==> config.mk <==
export PLATFORM = sky130hd
export DESIGN_NAME = gpc_scan
export DESIGN_NICKNAME = d
export VERILOG_FILES = /design/src/sv/grid_path_counter_top_assert.svh /design/src/sv/gpc_pkg.sv /design/src/sv/gpc_scan.sv
export SDC_FILE = /design/constraint.sdc
export NUM_CORES = 1
export LEC_CHECK = 0
export BUFFER_PORTS_ARGS = -buffer_cell sky130_fd_sc_hd__buf_4
export CORE_ASPECT_RATIO = 1.1
export CORE_MARGIN = 5
export CORE_UTILIZATION = 60
export CTS_CLUSTER_DIAMETER = 100
export CTS_CLUSTER_SIZE = 25
export DETAILED_ROUTE_END_ITERATION = 10
export GPL_TIMING_DRIVEN = 0
export HOLD_SLACK_MARGIN = 0.08
export PLACE_DENSITY_LB_ADDON = 0.3
export SLEW_MARGIN = 20
export SYNTH_ARGS = -nofsm -noshare
export SYNTH_HDL_FRONTEND = slang
export SYNTH_SLANG_ARGS = --single-unit
==> constraint.sdc <==
create_clock -name clk -period 13.1 [get_ports clk]
set_input_delay 0.655 -clock clk [delete_from_list [all_inputs] [get_ports clk]]
set_output_delay 0.655 -clock clk [all_outputs]
set_load 0.02 [all_outputs]
==> src/sv/grid_path_counter_top_assert.svh <==
// Assertion macros for the file that checks the grid path counter (grid_path_counter_top.sv).
`ifndef GRID_PATH_COUNTER_TOP_ASSERT_SVH
`define GRID_PATH_COUNTER_TOP_ASSERT_SVH

// The consequent must hold in the same cycle as the antecedent.
`define GPC_ASSERT_NOW(label, ante, cons) \
	label: assert property (@(posedge clk) disable iff (!arst_n) (ante) |-> (cons)) \
		else $error("grid path counter check failed");

// The consequent must hold in the cycle after the antecedent.
`define GPC_ASSERT_NEXT(label, ante, cons) \
	label: assert property (@(posedge clk) disable iff (!arst_n) (ante) |=> (cons)) \
		else $error("grid path counter check failed");

`endif

==> src/sv/gpc_pkg.sv <==
package gpc_pkg;

	localparam int MAX_COLUMNS = 256;
	localparam int COL_BITS    = $clog2(MAX_COLUMNS);
	localparam int COUNT_BITS  = 32;
	localparam int OUT_BITS    = 32;
	localparam int ROW_BITS    = 16;
	localparam int CFG_BITS    = 16;
	localparam int CFG_IDX_BITS = 3;

	typedef logic [COUNT_BITS-1:0] count_t;
	typedef logic [COL_BITS-1:0]   col_t;
	typedef logic [ROW_BITS-1:0]   row_t;

	localparam count_t COUNT_MAX = '1;
	localparam logic [63:0] OUT_MAX = 64'((65'd1 << OUT_BITS) - 65'd1);

	typedef enum logic [CFG_IDX_BITS-1:0] {
		REG_ROW_COUNT    = 3'd0,
		REG_COLUMN_COUNT = 3'd1,
		REG_START_ROW    = 3'd2,
		REG_START_COLUMN = 3'd3,
		REG_END_ROW      = 3'd4,
		REG_END_COLUMN   = 3'd5
	} cfg_reg_e;

	// Per-cell decisions made at acceptance and carried to the update stage.
	typedef struct packed {
		col_t column;
		logic in_rect;
		logic is_start;
		logic use_up;
		logic use_left;
		logic is_end;
		logic last_grid;
	} cell_info_t;

	typedef struct packed {
		logic valid;
		logic last;
		logic stall;
	} upd_status_t;

endpackage

==> src/sv/gpc_scan.sv <==
module gpc_scan
	import gpc_pkg::*;
(
	input  logic                    clk,
	input  logic                    arst_n,
	input  logic                    cfg_we,
	input  logic [CFG_IDX_BITS-1:0] cfg_index,
	input  logic [CFG_BITS-1:0]     cfg_data,
	input  logic                    accept,
	input  logic                    cell_open,
	output cell_info_t              info
);

	row_t             row_count_q, start_row_q, end_row_q, row_q;
	logic [COL_BITS:0] column_count_q;
	col_t             start_column_q, end_column_q, col_q;
	logic [COL_BITS:0] cols_eff;
	row_t             rows_eff;
	logic             last_col, last_row;

	always_ff @(posedge clk or negedge arst_n) begin
		if (!arst_n) begin
			row_count_q    <= row_t'(1);
			column_count_q <= (COL_BITS+1)'(1);
			start_row_q    <= '0;
			start_column_q <= '0;
			end_row_q      <= '0;
			end_column_q   <= '0;
		end else if (cfg_we) begin
			case (cfg_reg_e'(cfg_index))
				REG_ROW_COUNT:    row_count_q    <= cfg_data[ROW_BITS-1:0];
				REG_COLUMN_COUNT: column_count_q <= cfg_data[COL_BITS:0];
				REG_START_ROW:    start_row_q    <= cfg_data[ROW_BITS-1:0];
				REG_START_COLUMN: start_column_q <= cfg_data[COL_BITS-1:0];
				REG_END_ROW:      end_row_q      <= cfg_data[ROW_BITS-1:0];
				REG_END_COLUMN:   end_column_q   <= cfg_data[COL_BITS-1:0];
				default: ;
			endcase
		end
	end

	always_comb begin
		if (column_count_q == '0) begin
			cols_eff = (COL_BITS+1)'(1);
		end else if (column_count_q > (COL_BITS+1)'(MAX_COLUMNS)) begin
			cols_eff = (COL_BITS+1)'(MAX_COLUMNS);
		end else begin
			cols_eff = column_count_q;
		end
		rows_eff = (row_count_q == '0) ? row_t'(1) : row_count_q;
		last_col = {1'b0, col_q} >= cols_eff - (COL_BITS+1)'(1);
		last_row = row_q >= rows_eff - row_t'(1);

		info.column    = col_q;
		info.in_rect   = cell_open && row_q >= start_row_q && row_q <= end_row_q
			&& col_q >= start_column_q && col_q <= end_column_q;
		info.is_start  = row_q == start_row_q && col_q == start_column_q;
		info.use_up    = row_q > start_row_q;
		info.use_left  = col_q > start_column_q;
		info.is_end    = row_q == end_row_q && col_q == end_column_q;
		info.last_grid = last_col && last_row;
	end

	always_ff @(posedge clk or negedge arst_n) begin
		if (!arst_n) begin
			row_q <= '0;
			col_q <= '0;
		end else if (accept) begin
			if (last_col && last_row) begin
				row_q <= '0;
				col_q <= '0;
			end else if (last_col) begin
				row_q <= row_q + row_t'(1);
				col_q <= '0;
			end else begin
				col_q <= col_q + col_t'(1);
			end
		end
	end

endmodule

==> impl_metrics.json <==
{
  "drt_iter0_drc": 356,
  "post_drt_wl_per_cell_um": 18.2,
  "syn_avg_cell_area_um2": 9.59,
  "die-area_um2": 12400,
  "synth_common_cells": "95 x dfrtp_1, 76 x ha_1, 66 x nand2_1",
  "detail-route-antenna-nets": 0,
  "crit_type": "flop to primary output",
  "hold_path.class": "input port to async pin",
  "grt_max_degree": 98,
  "fin_tns_setup_ns": 0,
  "ios": 38,
  "synth_cell_types": 62,
  "preCtsSetupSlack_ns": 7.69,
  "start_kind": "flop",
  "synth_top_cell_area_share_pct": 38.7,
  "nNetsFinal": 787,
  "ir_drop_mv": 0.0782,
  "setup_viol": 0,
  "port-buffer-count": 35,
  "power_w": 0.00106,
  "crit_required_ns": 12.44,
  "fmax_mhz": 171,
  "period_minus_slack_ns": 5.85,
  "grt_pass1_vias": 5095,
  "dp_hpwl_um": 11100,
  "power_density_nw_per_um2": 157,
  "synth.net_count": 741,
  "vias": 5012,
  "rsz0062_at_grt": "no",
  "numCtsBuffers": 9,
  "yosysMostFrequentCell": "dfrtp_1",
  "h-tree-depth": 3,
  "drive_above_1_share_pct": 14.9,
  "cts_root_buffer": "clkbuf_8",
  "synth_flop_cell": "dfrtp_1",
  "critical_path_peak_fanout": 10,
  "fp.dieW_um": 107,
  "slew_headroom_pct": 24.8,
  "n_antenna_cell": 0,
  "drtPass1Iterations": 5,
  "overflow": 0,
  "drt_wl_total_um": 14800,
  "start_util_pct": 61.8,
  "ys_top_cells_by_area": "dfrtp_1 39%, ha_1 15%, mux2_2 7.3%, nand2_1 4.0%, inv_1 3.8%",
  "synth_seq_cells": 97,
  "synth_warnings": 0,
  "cts_setup_buffers": 0,
  "area_growth_pct": 10.5,
  "cts.clk_slew.worst_paths_ns": 0.09,
  "fin_skew_ns": 0.0102,
  "grt_pass1_wl_um": 24500,
  "timing.final.ws_setup_ns": 7.25,
  "worst_pin_slew_ns": 1.11,
  "post_cts_resized": 0,
  "synth_edf_count": 0,
  "cts_sinks": 97,
  "antenna_found_initial": 0,
  "slew_violations": 0,
  "holdWs_ns": 0.378,
  "postCtsHoldBufs": 0,
  "vias_per_cell": 6.17,
  "status": "finished, final reports clean",
  "core-area_um2": 9940,
  "yosysSeqAreaShare_pct": 39.5,
  "cts_buffer_depth": 2,
  "finalHoldViolations": 0,
  "track_usage_pct": 25.3,
  "yosys.area.top_type": "dfrtp_1",
  "worstSetupEndpointType": "primary output",
  "maxCapViolCount": 0,
  "routabilityCongestion": 0.918,
  "drc": 0,
  "arrival_ns": 5.19,
  "rows": 38,
  "cts_tree": "done",
  "synthCells": 641,
  "postSynth.asyncResetShare_pct": 100,
  "die_y_um": 116,
  "worstSkewPairLatency_ns": 0.37,
  "p_leak_nw": 3.15,
  "syn-cell-area_um2": 6150,
  "fin_crit_sh_pct": 44.6
}
-- cells by family (layout without fill, tap and decap cells) --
family	count (synthesis)	count (layout)	synth area share, %
xor+xnor	17	17	2.42
buf+inv	76	127	4.66
simple gates	200	200	16.3
compound gates	134	134	14.1
mux	41	41	7.49
flops	97	97	39.5
fa+ha+maj	76	76	15.5
-- metrics by stage --
step / utilization, % / std cells / cell area, µm²
detailed placement: 66.0 / 796 / 6560
floorplan: - / 641 / 6150
finish: 68.3 / 812 / 6790
global route: 68.3 / 812 / 6790
CTS: 68.3 / 812 / 6790
global placement: 66.0 / 796 / 6560
-- final timing paths --
kind                                 startpoint              end  slack, ns  depth (start not counted)
max in group asynchronous                arst_n  row_count_q[14]      12.15                          1
worst min-delay path                     arst_n         col_q[2]       0.38                          1
worst min register to register  end_column_q[7]  end_column_q[7]       0.51                          1
worst max register to register   row_count_q[9]         row_q[7]       8.07                         16
min in group clk                end_column_q[7]  end_column_q[7]       0.51                          1
worst max-delay path             row_count_q[9]          info[0]       7.25                         19
-- flip-flops by register name, summed over array words and instances (netlist names) --
register,cells
start_column_q,8
end_column_q,8
row_count_q,16
column_count_q,9
col_q,8
start_row_q,16
row_q,16
end_row_q,16
-- worst max-delay path, stage by stage, from the launching register on --
cell,delay (ns)
dfrtp_1,0.44
or4_4,0.57
or3_4,0.37
or3_1,0.37
inv_1,0.08
a21oi_1,0.09
ha_1,0.22
nand2_1,0.09
or3_1,0.16
nor4_1,0.12
and2b_1,0.19
xnor2_1,0.13
ha_1,0.31
nand3_1,0.09
nand3_1,0.07
a221oi_1,0.39
o41a_1,0.39
clkbuf_1,0.44
nor2_1,0.10
buf_4,0.18
-- cells in the final DEF (no fill, tap or decap), types with 3 or more instances in the layout --
master,instances
clkbuf_8,14
xor2_1,8
a211oi_1,5
nand3_1,29
a21oi_1,22
nor4_1,5
inv_1,62
nand2_1,66
nor3_1,12
o21a_1,6
nand4_1,16
nand2b_1,7
o21ai_0,44
o311ai_1,4
a31oi_1,5
o211ai_1,4
dfrtp_1,95
o21ai_1,5
mux2_2,40
and3_1,4
o22ai_1,4
buf_4,34
xnor2_1,9
nor2_1,33
a21o_1,9
and4_1,3
a22o_1,8
ha_1,76
nor2b_1,5
clkbuf_1,14
-- report_power, final --
part / total (W) / internal, W / switching [W] / leakage, nW
Clock: 0.000217 / 0.000115 / 0.000103 / 0.116
Combinational: 0.000412 / 0.000183 / 0.000229 / 1.85
Sequential: 0.000435 / 0.000363 / 0.0000721 / 1.18
-- per-layer routing --
layer / up-vias / global-route usage [%] / wire length (µm)
li1: 2393 / - / -
met1: 2443 / 33.7 / 6680
met2: 148 / 42.8 / 7000
met3: 28 / 3.43 / 744
met4: 0 / 8.95 / 333
met5: - / 0 / 0
-- area by class of cell --
type	instances	area [µm²]
timing repair buffer	35	267
clock inverter	1	30.0
inverter	62	233
sequential	97	2430
buffer	14	53.8
multi-input combinational	468	3430
fill	746	3150
tap	120	150
clock buffer	15	196
No activity file was read; power rests on OpenSTA's default activity.
